### config.mk
export PLATFORM = sky130hd
export DESIGN_NAME = video_register_write_port_top
export DESIGN_NICKNAME = d
export VERILOG_FILES = /design/src/hw/rtl/vrwp_pkg.sv /design/src/hw/rtl/vrwp_exec.sv /design/src/hw/rtl/vrwp_outq.sv /design/src/hw/rtl/video_register_write_port_top.sv
export VERILOG_INCLUDE_DIRS = /design/src /design/src/hw/rtl
export SDC_FILE = /design/constraint.sdc
export NUM_CORES = 1
export LEC_CHECK = 0
export ABC_AREA = 0
export BUFFER_PORTS_ARGS = -buffer_cell sky130_fd_sc_hd__clkbuf_2
export CAP_MARGIN = 20
export CORE_MARGIN = 2
export CORE_UTILIZATION = 55
export DETAILED_ROUTE_END_ITERATION = 12
export GPL_TIMING_DRIVEN = 0
export PLACE_DENSITY = 0.73
export SKIP_CTS_REPAIR_TIMING = 1
export SYNTH_ARGS = -nofsm -noshare
export SYNTH_HDL_FRONTEND = slang
export SYNTH_HIERARCHICAL = 1
export SYNTH_SLANG_ARGS = --single-unit
### constraint.sdc
create_clock -name clk_i -period 9.87 [get_ports clk_i]
set_clock_uncertainty 0.15 [all_clocks]
set_input_delay 0.4935 -clock clk_i [delete_from_list [all_inputs] [get_ports clk_i]]
set_output_delay 0.4935 -clock clk_i [all_outputs]
set_load 0.005 [all_outputs]
### src/hw/rtl/video_register_write_port_top_defines.svh
// ----------------------------------------------------------------------------
// Video register write port: assertion macros
// Shared concurrent assertion wrappers, empty when SYNTH is defined.
// ----------------------------------------------------------------------------
`ifndef VIDEO_REGISTER_WRITE_PORT_TOP_DEFINES_SVH
`define VIDEO_REGISTER_WRITE_PORT_TOP_DEFINES_SVH

`ifndef SYNTH
`define VRWP_ASSERT_IMP(lbl, ante, cons) \
  lbl: assert property (@(posedge clk_i) disable iff (!rst_ni) (ante) |-> (cons)) \
    else $error("vrwp assertion failed");
`define VRWP_ASSERT_NEXT(lbl, ante, cons) \
  lbl: assert property (@(posedge clk_i) disable iff (!rst_ni) (ante) |=> (cons)) \
    else $error("vrwp assertion failed");
`else
`define VRWP_ASSERT_IMP(lbl, ante, cons)
`define VRWP_ASSERT_NEXT(lbl, ante, cons)
`endif

`endif

### src/hw/rtl/vrwp_pkg.sv
// ----------------------------------------------------------------------------
// Video register write port package
// Register offsets, effect kinds, register selects and the result type.
// ----------------------------------------------------------------------------
package vrwp_pkg;

  typedef enum logic [2:0] {
    EFF_NONE    = 3'd0,
    EFF_VIDEO   = 3'd1,
    EFF_SPRITE  = 3'd2,
    EFF_PALETTE = 3'd3,
    EFF_REG     = 3'd4
  } effect_e;

  typedef struct packed {
    effect_e     kind;
    logic [15:0] addr;
    logic [7:0]  data;
    logic [3:0]  sel;
    logic [15:0] value;
    logic        last;
  } res_t;

  localparam logic [5:0] OFF_DISP_CTRL   = 6'h00;
  localparam logic [5:0] OFF_SPR_ADDR_LO = 6'h02;
  localparam logic [5:0] OFF_SPR_ADDR_HI = 6'h03;
  localparam logic [5:0] OFF_SPR_DATA    = 6'h04;
  localparam logic [5:0] OFF_BG1_H       = 6'h0d;
  localparam logic [5:0] OFF_BG1_V       = 6'h0e;
  localparam logic [5:0] OFF_BG2_H       = 6'h0f;
  localparam logic [5:0] OFF_BG2_V       = 6'h10;
  localparam logic [5:0] OFF_BG3_H       = 6'h11;
  localparam logic [5:0] OFF_BG3_V       = 6'h12;
  localparam logic [5:0] OFF_VID_CTRL    = 6'h15;
  localparam logic [5:0] OFF_VID_ADDR_LO = 6'h16;
  localparam logic [5:0] OFF_VID_ADDR_HI = 6'h17;
  localparam logic [5:0] OFF_VID_DATA_LO = 6'h18;
  localparam logic [5:0] OFF_VID_DATA_HI = 6'h19;
  localparam logic [5:0] OFF_ROT_A       = 6'h1b;
  localparam logic [5:0] OFF_ROT_B       = 6'h1c;
  localparam logic [5:0] OFF_ROT_C       = 6'h1d;
  localparam logic [5:0] OFF_ROT_D       = 6'h1e;
  localparam logic [5:0] OFF_ROT_X       = 6'h1f;
  localparam logic [5:0] OFF_ROT_Y       = 6'h20;
  localparam logic [5:0] OFF_PAL_ADDR    = 6'h21;
  localparam logic [5:0] OFF_PAL_DATA    = 6'h22;
  localparam logic [5:0] OFF_FIX_COLOUR  = 6'h32;

  localparam logic [3:0] SEL_DISP     = 4'd0;
  localparam logic [3:0] SEL_FIX      = 4'd1;
  localparam logic [3:0] SEL_ROT_A    = 4'd2;
  localparam logic [3:0] SEL_ROT_OFSH = 4'd8;
  localparam logic [3:0] SEL_ROT_OFSV = 4'd9;
  localparam logic [3:0] SEL_BG1_H    = 4'd10;
  localparam logic [3:0] SEL_BG1_V    = 4'd11;

  localparam logic [7:0]  DISP_MASK      = 8'h8f;
  localparam logic [15:0] SPR_HIGH_BASE  = 16'h0200;
  localparam logic [15:0] VID_STEP_ONE   = 16'd1;
  localparam logic [15:0] VID_STEP_ROW   = 16'd32;
  localparam logic [15:0] VID_STEP_BLOCK = 16'd128;

endpackage

### src/hw/rtl/vrwp_exec.sv
// ----------------------------------------------------------------------------
// Video register write port: write decode
// Holds pointers, latches and phase bits; decodes one write into results.
// ----------------------------------------------------------------------------
module vrwp_exec import vrwp_pkg::*; (
  input  logic       clk_i,
  input  logic       rst_ni,
  input  logic       take_i,
  input  logic [5:0] off_i,
  input  logic [7:0] data_i,
  output res_t       res0_o,
  output res_t       res1_o,
  output logic       two_o
);

  logic [9:0]  spr_ptr_q,   spr_ptr_d;
  logic [7:0]  spr_latch_q, spr_latch_d;
  logic [15:0] vid_ptr_q,   vid_ptr_d;
  logic [2:0]  vid_ctl_q,   vid_ctl_d;
  logic [7:0]  pal_ptr_q,   pal_ptr_d;
  logic        pal_phase_q, pal_phase_d;
  logic [14:0] fix_q,       fix_d;
  logic [7:0]  rot_latch_q, rot_latch_d;
  logic [7:0]  scr_latch_q, scr_latch_d;
  logic [2:0]  fine_q [3];
  logic [2:0]  fine_d [3];

  logic [1:0]  bg;
  logic [15:0] hi;
  logic [15:0] vid_step;
  logic [14:0] fix_new;

  always_comb begin
    case (off_i)
      OFF_BG2_H, OFF_BG2_V: bg = 2'd1;
      OFF_BG3_H, OFF_BG3_V: bg = 2'd2;
      default:              bg = 2'd0;
    endcase
    case (vid_ctl_q[1:0])
      2'd0:    vid_step = VID_STEP_ONE;
      2'd1:    vid_step = VID_STEP_ROW;
      default: vid_step = VID_STEP_BLOCK;
    endcase
  end

  assign hi = {data_i, 8'h00};

  always_comb begin
    res0_o      = '0;
    res0_o.last = 1'b1;
    res1_o      = '0;
    res1_o.last = 1'b1;
    two_o       = 1'b0;
    spr_ptr_d   = spr_ptr_q;
    spr_latch_d = spr_latch_q;
    vid_ptr_d   = vid_ptr_q;
    vid_ctl_d   = vid_ctl_q;
    pal_ptr_d   = pal_ptr_q;
    pal_phase_d = pal_phase_q;
    fix_d       = fix_q;
    rot_latch_d = rot_latch_q;
    scr_latch_d = scr_latch_q;
    fine_d      = fine_q;
    fix_new     = fix_q;
    case (off_i)
      OFF_DISP_CTRL: begin
        res0_o.kind  = EFF_REG;
        res0_o.sel   = SEL_DISP;
        res0_o.value = {8'h00, data_i & DISP_MASK};
      end
      OFF_SPR_ADDR_LO: spr_ptr_d = {spr_ptr_q[9], data_i, 1'b0};
      OFF_SPR_ADDR_HI: spr_ptr_d = {data_i[0], spr_ptr_q[8:0]};
      OFF_SPR_DATA: begin
        spr_ptr_d = spr_ptr_q + 10'd1;
        if (spr_ptr_q[9]) begin
          res0_o.kind = EFF_SPRITE;
          res0_o.addr = SPR_HIGH_BASE | {11'd0, spr_ptr_q[4:0]};
          res0_o.data = data_i;
        end else if (!spr_ptr_q[0]) begin
          spr_latch_d = data_i;
        end else begin
          res0_o.kind = EFF_SPRITE;
          res0_o.addr = {6'd0, spr_ptr_q[9:1], 1'b0};
          res0_o.data = spr_latch_q;
          res0_o.last = 1'b0;
          res1_o.kind = EFF_SPRITE;
          res1_o.addr = {6'd0, spr_ptr_q};
          res1_o.data = data_i;
          two_o       = 1'b1;
        end
      end
      OFF_BG1_H, OFF_BG2_H, OFF_BG3_H: begin
        res0_o.kind  = EFF_REG;
        res0_o.sel   = SEL_BG1_H + {1'b0, bg, 1'b0};
        res0_o.value = {data_i, scr_latch_q[7:3], fine_q[bg]};
        fine_d[bg]   = data_i[2:0];
        scr_latch_d  = data_i;
        if (bg == 2'd0) begin
          res0_o.last  = 1'b0;
          res1_o.kind  = EFF_REG;
          res1_o.sel   = SEL_ROT_OFSH;
          res1_o.value = hi | {8'h00, rot_latch_q};
          rot_latch_d  = data_i;
          two_o        = 1'b1;
        end
      end
      OFF_BG1_V, OFF_BG2_V, OFF_BG3_V: begin
        res0_o.kind  = EFF_REG;
        res0_o.sel   = SEL_BG1_V + {1'b0, bg, 1'b0};
        res0_o.value = {data_i, scr_latch_q};
        scr_latch_d  = data_i;
        if (bg == 2'd0) begin
          res0_o.last  = 1'b0;
          res1_o.kind  = EFF_REG;
          res1_o.sel   = SEL_ROT_OFSV;
          res1_o.value = hi | {8'h00, rot_latch_q};
          rot_latch_d  = data_i;
          two_o        = 1'b1;
        end
      end
      OFF_VID_CTRL:    vid_ctl_d = {data_i[7], data_i[1:0]};
      OFF_VID_ADDR_LO: vid_ptr_d = {vid_ptr_q[15:8], data_i};
      OFF_VID_ADDR_HI: vid_ptr_d = {data_i, vid_ptr_q[7:0]};
      OFF_VID_DATA_LO: begin
        res0_o.kind = EFF_VIDEO;
        res0_o.addr = {vid_ptr_q[14:0], 1'b0};
        res0_o.data = data_i;
        if (!vid_ctl_q[2]) vid_ptr_d = vid_ptr_q + vid_step;
      end
      OFF_VID_DATA_HI: begin
        res0_o.kind = EFF_VIDEO;
        res0_o.addr = {vid_ptr_q[14:0], 1'b1};
        res0_o.data = data_i;
        if (vid_ctl_q[2]) vid_ptr_d = vid_ptr_q + vid_step;
      end
      OFF_ROT_A, OFF_ROT_B, OFF_ROT_C, OFF_ROT_D, OFF_ROT_X, OFF_ROT_Y: begin
        res0_o.kind  = EFF_REG;
        res0_o.sel   = SEL_ROT_A + 4'(off_i - OFF_ROT_A);
        res0_o.value = hi | {8'h00, rot_latch_q};
        rot_latch_d  = data_i;
      end
      OFF_PAL_ADDR: begin
        pal_ptr_d   = data_i;
        pal_phase_d = 1'b0;
      end
      OFF_PAL_DATA: begin
        res0_o.kind = EFF_PALETTE;
        res0_o.addr = {7'd0, pal_ptr_q, pal_phase_q};
        res0_o.data = data_i;
        if (pal_phase_q) pal_ptr_d = pal_ptr_q + 8'd1;
        pal_phase_d = !pal_phase_q;
      end
      OFF_FIX_COLOUR: begin
        if (data_i[5]) fix_new[4:0]   = data_i[4:0];
        if (data_i[6]) fix_new[9:5]   = data_i[4:0];
        if (data_i[7]) fix_new[14:10] = data_i[4:0];
        fix_d        = fix_new;
        res0_o.kind  = EFF_REG;
        res0_o.sel   = SEL_FIX;
        res0_o.value = {1'b0, fix_new};
      end
      default: ;
    endcase
  end

  always_ff @(posedge clk_i or negedge rst_ni) begin
    if (!rst_ni) begin
      spr_ptr_q   <= '0;
      spr_latch_q <= '0;
      vid_ptr_q   <= '0;
      vid_ctl_q   <= '0;
      pal_ptr_q   <= '0;
      pal_phase_q <= 1'b0;
      fix_q       <= '0;
      rot_latch_q <= '0;
      scr_latch_q <= '0;
      fine_q      <= '{default: '0};
    end else if (take_i) begin
      spr_ptr_q   <= spr_ptr_d;
      spr_latch_q <= spr_latch_d;
      vid_ptr_q   <= vid_ptr_d;
      vid_ctl_q   <= vid_ctl_d;
      pal_ptr_q   <= pal_ptr_d;
      pal_phase_q <= pal_phase_d;
      fix_q       <= fix_d;
      rot_latch_q <= rot_latch_d;
      scr_latch_q <= scr_latch_d;
      fine_q      <= fine_d;
    end
  end

`include "video_register_write_port_top_defines.svh"

  `VRWP_ASSERT_NEXT(a_spr_ptr_step, take_i && (off_i == OFF_SPR_DATA), spr_ptr_q == $past(spr_ptr_q) + 10'd1)
  `VRWP_ASSERT_NEXT(a_pal_phase_flip, take_i && (off_i == OFF_PAL_DATA), pal_phase_q != $past(pal_phase_q))
  `VRWP_ASSERT_IMP(a_two_source, two_o, (off_i == OFF_SPR_DATA) || (off_i == OFF_BG1_H) || (off_i == OFF_BG1_V))

endmodule

### src/hw/rtl/vrwp_outq.sv
// ----------------------------------------------------------------------------
// Video register write port: result queue
// Two-entry result register; takes one or two, drains one a cycle on pop_i.
// ----------------------------------------------------------------------------
module vrwp_outq import vrwp_pkg::*; (
  input  logic clk_i,
  input  logic rst_ni,
  input  logic req_i,
  input  logic two_i,
  input  res_t res0_i,
  input  res_t res1_i,
  input  logic pop_i,
  output logic room_o,
  output logic head_valid_o,
  output res_t head_o
);

  logic v0_q, v0_d, v1_q, v1_d;
  res_t s0_q, s0_d, s1_q, s1_d;
  logic keep0_v, keep1_v, do_pop, push;
  res_t keep0;

  assign do_pop  = v0_q && pop_i;
  assign keep0_v = do_pop ? v1_q : v0_q;
  assign keep0   = do_pop ? s1_q : s0_q;
  assign keep1_v = do_pop ? 1'b0 : v1_q;
  assign room_o  = !keep0_v || (!keep1_v && !two_i);
  assign push    = req_i && room_o;

  always_comb begin
    v0_d = keep0_v;
    s0_d = keep0;
    v1_d = keep1_v;
    s1_d = s1_q;
    if (push) begin
      if (!keep0_v) begin
        v0_d = 1'b1;
        s0_d = res0_i;
        v1_d = two_i;
        s1_d = res1_i;
      end else begin
        v1_d = 1'b1;
        s1_d = res0_i;
      end
    end
  end

  always_ff @(posedge clk_i or negedge rst_ni) begin
    if (!rst_ni) begin
      v0_q <= 1'b0;
      v1_q <= 1'b0;
    end else begin
      v0_q <= v0_d;
      v1_q <= v1_d;
    end
  end

  always_ff @(posedge clk_i) begin
    s0_q <= s0_d;
    s1_q <= s1_d;
  end

  assign head_valid_o = v0_q;
  assign head_o       = s0_q;

`include "video_register_write_port_top_defines.svh"

  `VRWP_ASSERT_IMP(a_slot_order, v1_q, v0_q)
  `VRWP_ASSERT_IMP(a_pair_held, v0_q && !s0_q.last, v1_q && s1_q.last)

endmodule

### src/hw/rtl/video_register_write_port_top.sv
// ----------------------------------------------------------------------------
// Video register write port
// One CPU register write in, its memory-write and register-update results out.
// ----------------------------------------------------------------------------
// Each write passes an input register, one decode step and a two-entry result
// register; once it leaves the input register, its first result is registered
// in the result register and shown on the output. A write giving one result
// sustains one write per cycle while the output is not held back; sprite
// paired-word writes and first-background scroll writes give two results,
// which leave one after the other as the channel moves one result per cycle;
// such a write waits in the input register until the result register is empty.
module video_register_write_port_top import vrwp_pkg::*; (
  input  logic        clk_i,
  input  logic        rst_ni,
  input  logic        s_axis_tvalid_i,
  output logic        s_axis_tready_o,
  input  logic [15:0] s_axis_tdata_i,  // [5:0] reg_offset, [13:6] write_data
  output logic        m_axis_tvalid_o,
  input  logic        m_axis_tready_i,
  // [15:0] mem_address, [23:16] mem_data, [27:24] reg_select, [43:28] reg_value
  output logic [47:0] m_axis_tdata_o,
  output logic [2:0]  m_axis_tuser_o,  // [2:0] effect_kind
  output logic        m_axis_tlast_o   // last_result
);

  logic       in_valid_q;
  logic [5:0] in_off_q;
  logic [7:0] in_data_q;
  logic       take, room, two;
  res_t       res0, res1, head;

  assign take            = in_valid_q && room;
  assign s_axis_tready_o = !in_valid_q || take;

  always_ff @(posedge clk_i or negedge rst_ni) begin
    if (!rst_ni) begin
      in_valid_q <= 1'b0;
    end else if (s_axis_tready_o) begin
      in_valid_q <= s_axis_tvalid_i;
    end
  end

  always_ff @(posedge clk_i) begin
    if (s_axis_tready_o && s_axis_tvalid_i) begin
      in_off_q  <= s_axis_tdata_i[5:0];
      in_data_q <= s_axis_tdata_i[13:6];
    end
  end

  vrwp_exec u_exec (
    .clk_i  (clk_i),
    .rst_ni (rst_ni),
    .take_i (take),
    .off_i  (in_off_q),
    .data_i (in_data_q),
    .res0_o (res0),
    .res1_o (res1),
    .two_o  (two)
  );

  vrwp_outq u_outq (
    .clk_i        (clk_i),
    .rst_ni       (rst_ni),
    .req_i        (in_valid_q),
    .two_i        (two),
    .res0_i       (res0),
    .res1_i       (res1),
    .pop_i        (m_axis_tready_i),
    .room_o       (room),
    .head_valid_o (m_axis_tvalid_o),
    .head_o       (head)
  );

  assign m_axis_tdata_o = {4'h0, head.value, head.sel, head.data, head.addr};
  assign m_axis_tuser_o = head.kind;
  assign m_axis_tlast_o = head.last;

endmodule
Word level (Yosys, flattened, before mapping)
Cells that the tools add are included. W data, S select, Z words.

Flip-flop bits (word level): 199. Input port bits: 20. Word-level logic and storage cells: 167.

Add/sub/neg operators: 7. Magnitude comparators: 2. Eq/ne operators: 28. Muxes and demuxes: 50. Bitwise operators: 8. Reductions and logical operators: 41.

Operators with widths (number): $mux W48 (4); $pmux W20 S5 (1); $pmux W24 S4 (1); $eq A6 B5 Y1 const B (13); $pmux W16 S4 (1); $mux W27 (2); $mux W26 (2); $pmux W8 S2 (3); $mux W20 (2); $pmux W20 S2 (1); $mux W16 (2); $pmux W10 S3 (1); $eq A6 B6 Y1 const B (4); $mux W24 (1); $eq A6 B4 Y1 const B (3); $add A16 B8 Y16 (1); $mux W8 (2); $or A16 B8 Y16 (1); $mux W5 (3); $reduce_or A14 Y1 (1); $eq A6 B2 Y1 const B (2); $mux W3 (4); $pmux W3 S4 (1); $reduce_and A3 Y1 (4); 33 further kinds (76).

Logic depth before layout (Yosys ltp)
Gate-level depths: netlist (run 1).

Depth in word-level cells: 12. Mapped depth: 18.

Cells and area by module
The synthesis (run 1) kept the hierarchy.

Modules (own cells, without submodules): vrwp_exec (instances 1, cells an instance 636, area an instance 5779.3 µm², sequential area each 2127.0 µm²); vrwp_outq (instances 1, cells an instance 272, area an instance 4260.3 µm², sequential area each 2452.4 µm²); video_register_write_port_top (instances 1, cells an instance 24, area an instance 514.2 µm², sequential area each 445.4 µm²).

Least setup slack after synthesis (run 1)
OpenSTA, ideal clock, no wires.

Kind: flip-flop to flip-flop. Start point: register in_off_q[0]. End point: register u_outq/s1_q[0] (netlist name), enable pin. Arrival: 3.921 ns. Slack: 5.388 ns. Stages on the path, launching flop included: 13. Cell sequence: edfxtp_1 > inv_1 > ha_1 > buf_2 > nor4bb_1 > o21ai_0 > ha_1 > clkbuf_1 > and2_1 > or2_2 > o21ba_2 > o21ai_0 > and2_1.

Word-level cells in the longest chain between the ends: 10. Elaborated cells on any way between the ends: 18.

Ends and longest elaborated chain: start, declared (line video_register_write_port_top.sv:27) `logic [5:0] in_off_q;`; start signal, assigned (line video_register_write_port_top.sv:45) `in_off_q <= s_axis_tdata_i[5:0];`; $eq A6 B5 Y1 / $eq A6 B4 Y1 (equally long branches) (line vrwp_exec.sv:34, vrwp_exec.sv:65); $reduce_or A2 Y1 (line vrwp_exec.sv:34) `case (off_i)`; $pmux W2 S2 (line vrwp_exec.sv:34); $logic_not A2 Y1 (line vrwp_exec.sv:98, vrwp_exec.sv:112); $mux W1 (line vrwp_exec.sv:98, vrwp_exec.sv:112); $pmux W1 S2 (*) (line vrwp_exec.sv:65) `case (off_i)`; net two (line video_register_write_port_top.sv:29) `logic take, room, two;`; $logic_not A1 Y1 (*) (line vrwp_outq.sv:27) `assign room_o = !keep0_v || (!keep1_v && !two_i);`; $logic_and A1 B1 Y1 (*) (line vrwp_outq.sv:27); $logic_or A1 B1 Y1 (*) (line vrwp_outq.sv:27); net room (line video_register_write_port_top.sv:29); $logic_and A1 B1 Y1 (*) (line vrwp_outq.sv:28) `assign push = req_i && room_o;`; net u_outq.push (line vrwp_outq.sv:20) `logic keep0_v, keep1_v, do_pop, push;`; end signal, assigned (line vrwp_outq.sv:60) `s1_q <= s1_d;`; end, declared (line vrwp_outq.sv:19) `res_t s0_q, s0_d, s1_q, s1_d;`.

The timed path passes the listed nets; every way through them passes the cells marked *. A chain may end at the register's enable or synchronous reset.

Final worst setup path (run 1)
Start point: register in_off_q[0]. End point: register u_exec.spr_ptr_q[1].

Word-level cells in the longest chain between the ends: 11. Elaborated cells on any way between the ends: 24.

Ends and longest elaborated chain: $eq A6 B5 Y1 / $eq A6 B4 Y1 (equally long branches) (line vrwp_exec.sv:34, vrwp_exec.sv:65); $reduce_or A2 Y1 (line vrwp_exec.sv:34); $pmux W2 S2 (line vrwp_exec.sv:34); $logic_not A2 Y1 (line vrwp_exec.sv:98, vrwp_exec.sv:112); $mux W1 (line vrwp_exec.sv:98, vrwp_exec.sv:112); $pmux W1 S2 (*) (line vrwp_exec.sv:65); net two (line video_register_write_port_top.sv:29); $logic_not A1 Y1 (*) (line vrwp_outq.sv:27); $logic_and A1 B1 Y1 (*) (line vrwp_outq.sv:27); $logic_or A1 B1 Y1 (*) (line vrwp_outq.sv:27); net room (line video_register_write_port_top.sv:29); $logic_and A1 B1 Y1 (*) (line video_register_write_port_top.sv:32) `assign take = in_valid_q && room;`; net take (line video_register_write_port_top.sv:29); $reduce_and A3 Y1 (no source line) (*); end signal, assigned (line vrwp_exec.sv:179) `spr_ptr_q <= spr_ptr_d;`; end, declared (line vrwp_exec.sv:16) `logic [9:0] spr_ptr_q, spr_ptr_d;`.

Marks and branches as above.

==> impl_metrics.json, run 1 <==
{
  "core_area_mm2": 0.01877,
  "p_int_mw": 1.742,
  "pre_cts_ws_ns": 4.686,
  "post-route-period-util_pct": 53.32,
  "sw_frac_of_total_pct": 29.16,
  "io_buffers": 67,
  "setup_viol": 0,
  "h-tree-depth": 4,
  "start_util_pct": 56.23,
  "dp_hpwl_um": 18050,
  "die-area_mm2": 0.02031,
  "ff2ff_setup_slack_ns": 4.61,
  "num_io_pins": 74,
  "yosysTopAreaCell": "dfrtp_1",
  "synthCells": 932,
  "clkSlewWorstSetupHoldPaths_ns": 0.07,
  "fin_ws_ns": 4.608,
  "syn_area_per_cell_um2": 11.32,
  "detail-route-antenna-nets": 0,
  "finalHoldViolations": 43,
  "period_minus_slack_ns": 5.262,
  "grt_pass1_vias": 7510,
  "cts.sinks": 198,
  "drive_gt1_share_pct": 32.34,
  "path_max_fanout": 10,
  "crit_required_ns": 10.07,
  "nets": 1067,
  "post-route-util_pct": 63.41,
  "grt_max_degree": 46,
  "dr.pass1.iters": 5,
  "maxCapViolCount": 0,
  "rsz0062_at_grt": "false",
  "power.density_mw_per_mm2": 206.6,
  "insertion_delay_ns": 0.44,
  "synth_flop_cell": "dfrtp_1",
  "synth_edf_count": 62,
  "startpoint_type": "register",
  "critPathKind": "reg -> reg",
  "status": "finished with violations",
  "tightest_slew_ns": 1.027,
  "setup_tns_ns": 0,
  "dieHeight_um": 142.5,
  "ir_worst_vdd_uv": 118.8,
  "nFillCells": 1547,
  "netlist-cell-type-count": 77,
  "ys_warn_count": 6,
  "synth_common_cells": "mux2_2, dfrtp_1, nand2_1, edfxtp_1, dfxtp_1",
  "drtIter0Drc": 712,
  "drc": 0,
  "hold_path.class": "in -> async",
  "wirelength_um": 26230,
  "max_freq_ghz": 0.1900,
  "cts_tree": "built",
  "slew_headroom_pct": 31.31,
  "place_congestion": 0.8878,
  "wl_per_cell_um": 20.51,
  "whs_ns": -0.04770,
  "rows": 50,
  "synth_seq_cells": 198,
  "yosysTopAreaCellShare_pct": 20.87,
  "synth_area_leaders": "dfrtp_1, mux2_2, edfxtp_1",
  "async_flop_share_pct": 44.44,
  "pwr-share-comb_pct": 22.2,
  "die_w_um": 142.5,
  "syn2layout_area_growth_pct": 12.76,
  "grt_overflow": 0,
  "grt_antenna_before_repair": 0,
  "grtUsageTotal_pct": 26.64,
  "synth_area_mm2": 0.01055,
  "p_sw_mw": 0.7170,
  "vias": 7884,
  "diodes": 0,
  "violations": "negative hold slack",
  "routed_via_density": 6.164,
  "finalPower_mw": 2.459,
  "slew_viol_final": 0,
  "p_seq_share_pct": 47.6,
  "cts_buffers": 17,
  "grt_pass1_wl_um": 41380,
  "cp.arrival_ns": 5.47,
  "cp-end-kind": "register",
  "cts_root_buf": "clkbuf_16",
  "yosysSeqAreaShare_pct": 47.61,
  "synth.most_common_cell": "mux2_2",
  "clockBufferDepth": 2,
  "p_leak_nw": 5.233,
  "power_frac_clock_pct": 30.3
}
[metrics by stage]
step           cell area (um^2)  cells  hold WS, ns
2_1_floorplan             10600    944      0.04791
3_3_place_gp              11230   1245       0.3104
3_5_place_dp              11280   1247       0.3205
4_1_cts                   11900   1279     -0.02764
5_1_grt                   11900   1279     0.005420
6_report                  11900   1279     -0.04770
[cells in the final DEF, fill, tap and decap left out, types with 10 or more instances in the layout]
master     count
a21oi_1       30
and2_1        22
conb_1        15
and3_1        30
edfxtp_1      62
nand3_1       25
a22o_1        10
ha_1          15
nor2_1        32
a222oi_1      10
o21ai_0       43
inv_1         22
nand2_1       63
buf_2         21
o22ai_1       12
buf_4         19
clkbuf_16     17
mux2_2       174
clkbuf_2      69
dfxtp_1       48
clkbuf_1      33
mux2_1        16
dfrtp_1       88
mux2i_1       19
[layer usage]
metal  vias to the layer above  track usage, %  wire, um
met3                        46           5.552      2007
met1                      3855           38.27     11850
met2                       349           39.85     11650
met4                         0           10.11       718
met5                         -               0         0
li1                       3634               -         -
[power groups by stage]
stage	Combinational, mW	Clock, mW	Sequential, mW
CTS	0.544	0.755	1.16
finish	0.545	0.744	1.17
global placement	0.521	0	1.18
detailed placement	0.540	0	1.18
global route	0.598	0.789	1.19
floorplan	0.382	0	1.15
[flip-flops by register name (all words and copies together) (netlist names), 9 cells and up]
signal	flops
u_exec/vid_ptr_q	15
u_exec/fix_q	15
u_outq/s1_q	48
u_exec/spr_ptr_q	10
u_outq/head_o	48
u_exec/fine_q	9
[worst paths after layout]
path,end,cells after the start,start
hold reg to reg,u_exec/spr_latch_q[5],2,u_exec/spr_latch_q[5]
min in group clk_i,in_off_q[3],1,s_axis_tdata_i[3]
setup / recovery,u_exec/spr_ptr_q[1],17,in_off_q[0]
setup reg to reg,u_exec/spr_ptr_q[1],17,in_off_q[0]
hold / removal,u_exec/vid_ptr_q[13],1,rst_ni
max in group asynchronous,u_exec/spr_latch_q[7],2,rst_ni
[cells by family (layout without fill, tap and decap cells)]
kind of cell,Yosys count,in the layout,synth area share (%)
xor gates and xnor gates,3,3,0.2490
muxes,209,209,22.07
DFF,198,198,47.61
AOI/OAI and AO/OA,168,168,11.33
and+or+nand+nor,235,235,12.08
buffers and inverters,101,202,4.766
adders and majority gates,15,15,1.778
other,3,15,0.1067
[worst max-delay path: stages, from the launching register on]
cell,delay [ns]
edfxtp_1,0.47
inv_1,0.12
ha_1,0.23
buf_2,0.28
nor4bb_1,0.28
o21ai_0,0.28
ha_1,0.36
clkbuf_1,0.29
and2_1,0.26
or2_2,0.31
o21ba_2,0.22
o21ai_0,0.27
and2_1,0.29
nand2b_1,0.12
a2111oi_4,0.59
clkbuf_1,0.43
nor2_1,0.08
a31oi_1,0.15
[final cells by class]
cell class	instances	area, um^2	area share [%]
repair buffers	69	385.4	3.238
flip-flops and latches	198	5025	42.22
clock inverters	11	171.4	1.440
well taps	234	292.8	2.460
plain buffers	79	420.4	3.533
multi-input cells	645	5072	42.62
inverters	22	82.58	0.6939
clock buffers	21	450.4	3.785
Note: power is estimated with default switching activity, not from simulation.
==> run 2, diff against run 1 <==
--- a/config.mk
+++ b/config.mk
@@ -13,7 +13,7 @@
 export CORE_UTILIZATION = 55
 export DETAILED_ROUTE_END_ITERATION = 12
 export GPL_TIMING_DRIVEN = 0
-export PLACE_DENSITY = 0.73
+export PLACE_DENSITY = 0.76
 export SKIP_CTS_REPAIR_TIMING = 1
 export SYNTH_ARGS = -nofsm -noshare
 export SYNTH_HDL_FRONTEND = slang
==> constraint.sdc (replaced) <==
create_clock -name clk_i -period 4.7 [get_ports clk_i]
set_clock_uncertainty 0.15 [all_clocks]
set_input_delay 0.235 -clock clk_i [delete_from_list [all_inputs] [get_ports clk_i]]
set_output_delay 0.235 -clock clk_i [all_outputs]
set_load 0.005 [all_outputs]
==> run 2 against run 1 <==
The flow now finishes without violations. Sequential share of layout area decreased by 0.84 points. Flip-flop and latch count unchanged. Via count increased by 2.4%. Utilization increased by 1.3 points. Register-to-register slack got worse by 4.4 ns. Critical endpoint is now u_exec/vid_ptr_q[9]. Highest routed layer unchanged.
==> impl_metrics.json, run 2 (synthesis results as in run 1) <==
{
  "status": "completed",
  "final_cells": 1301,
  "dieHeight_um": 142.5,
  "reg2reg_to": "u_exec/vid_ptr_q[9]",
  "path_max_fanout": 10,
  "slew_viol_final": 0,
  "pre_cts_ws_ns": -0.3984,
  "finalPower_mw": 5.138,
  "grt_pass1_wl_um": 41890,
  "ff2ff_setup_slack_ns": 0.17,
  "cts_root_buf": "clkbuf_16",
  "grt_max_degree": 54,
  "grt_overflow": 0,
  "grtUsageTotal_pct": 26.92,
  "rows": 50,
  "p_leak_nw": 5.349,
  "setup_viol": 0,
  "ir_worst_vdd_uv": 272.1,
  "nets": 1089,
  "power.density_mw_per_mm2": 423.2,
  "grt_pass1_vias": 7676,
  "cp-end-kind": "register",
  "drtIter0Drc": 1101,
  "period_minus_slack_ns": 4.532,
  "max_freq_ghz": 0.2207,
  "dp_hpwl_um": 18060,
  "finalHoldViolations": 0,
  "reg2reg_from": "in_off_q[0]",
  "slew_headroom_pct": 32.00,
  "maxCapViolCount": 0,
  "start_util_pct": 56.23,
  "hp-start": "m_axis_tready_i",
  "hold_path_depth": 3,
  "r2r.worst_path.cells": 18,
  "die_w_um": 142.5,
  "wirelength_um": 26800,
  "drc": 0,
  "cts_tree": "built",
  "detail-route-antenna-nets": 0,
  "io_buffers": 67,
  "grt_antenna_before_repair": 0,
  "diodes": 0,
  "cts_buffers": 17,
  "final_common_cell": "mux2_2",
  "startpoint_type": "register",
  "cts.sinks": 198,
  "drive_gt1_share_pct": 33.18,
  "placedCellCount": 1247,
  "fin_ws_ns": 0.1680,
  "cp.arrival_ns": 4.70,
  "min_to": "u_outq/v1_q",
  "post-route-period-util_pct": 96.43,
  "hold_path.class": "in -> reg",
  "critPathKind": "reg -> reg",
  "syn2layout_area_growth_pct": 15.03,
  "clockBufferDepth": 2,
  "vias": 8075,
  "tightest_slew_ns": 1.017,
  "core_area_mm2": 0.01877,
  "die-area_mm2": 0.02031,
  "wl_per_cell_um": 20.60,
  "crit_required_ns": 4.87,
  "dr.pass1.iters": 6,
  "routed_via_density": 6.207,
  "h-tree-depth": 4,
  "place_congestion": 0.9466,
  "num_io_pins": 74,
  "clkSlewWorstSetupHoldPaths_ns": 0.07,
  "insertion_delay_ns": 0.43,
  "final_cell_mix": "mux2_2, dfrtp_1, clkbuf_2, nand2_1, edfxtp_1"
}
-- run 2: cell count changes in the layout (fill, tap and decap cells not counted), sizes merged --
cell and change:
clkbuf -1, inv -1, buf +6, dlygate4sd3 +16, clkinvlp -2, bufinv -1
clkinv +5
-- run 2: critical path, stage by stage (launching register included) --
cell      delay, ns
edfxtp_1       0.45
inv_1          0.12
ha_1           0.27
clkbuf_4       0.25
nor2_1         0.10
nor3_2         0.22
inv_1          0.15
ha_1           0.26
buf_2          0.21
and2_1         0.19
or2_2          0.31
o21ba_2        0.22
o21ai_1        0.21
and2_4         0.21
o31ai_2        0.13
or3_1          0.36
buf_2          0.18
a31o_1         0.19
a22o_1         0.23
-- run 2: through the flow --
step / hold slack [ns] / utilization (%) / TNS, ns / instance area, um^2
after floorplan: -0.2106 / - / 0 / 10600
after global placement: 0.2638 / 59.82 / -51.60 / 11230
after detailed placement: 0.1302 / 60.09 / -8.960 / 11280
after CTS: -0.3337 / 63.32 / -13.22 / 11880
after global routing: 0.08215 / 64.69 / -0.08212 / 12140
final: 0.07452 / 64.69 / 0 / 12140
-- run 2: where the power goes --
group          leakage [nW]  internal (mW)  switching, mW
Sequential             2.15           2.17          0.281
Combinational          2.90          0.591          0.586
Clock                 0.302          0.866          0.640
Total                  5.35           3.63           1.51
-- run 2: layout make-up --
class / count / area (um^2)
sequential: 198 / 5025
tap: 234 / 292.8
fill: 1433 / 6628
multi-input combinational: 645 / 5116
clock buffer: 20 / 456.7
buffer: 79 / 427.9
timing repair buffer: 91 / 590.6
clock inverter: 12 / 148.9
inverter: 22 / 82.58
-- run 2: how the worst max path moves through the flow --
stage                            from                  end  slack, ns  depth (start not counted)
after CTS                 in_off_q[0]  u_exec/spr_ptr_q[1]      -0.47                         17
after detailed placement  in_off_q[0]  u_exec/spr_ptr_q[1]      -0.40                         17
after floorplan           in_off_q[0]       u_outq/s1_q[0]       0.22                         12
after global placement    in_off_q[0]      u_outq/s1_q[43]      -0.98                         12
after global routing      in_off_q[0]  u_exec/vid_ptr_q[9]      -0.05                         18
final                     in_off_q[0]  u_exec/vid_ptr_q[9]       0.17                         18
-- run 2: layer usage --
metal  wire length (um)  up-vias  track usage, %  part of all wire, %
li1                   -     3694               -                    -
met1              11590     3948           37.69                   43
met2              12570      372           42.21                   47
met3               1902       61           5.081                  7.1
met4                745        0           9.380                  2.8
met5                  0        -               0                    0
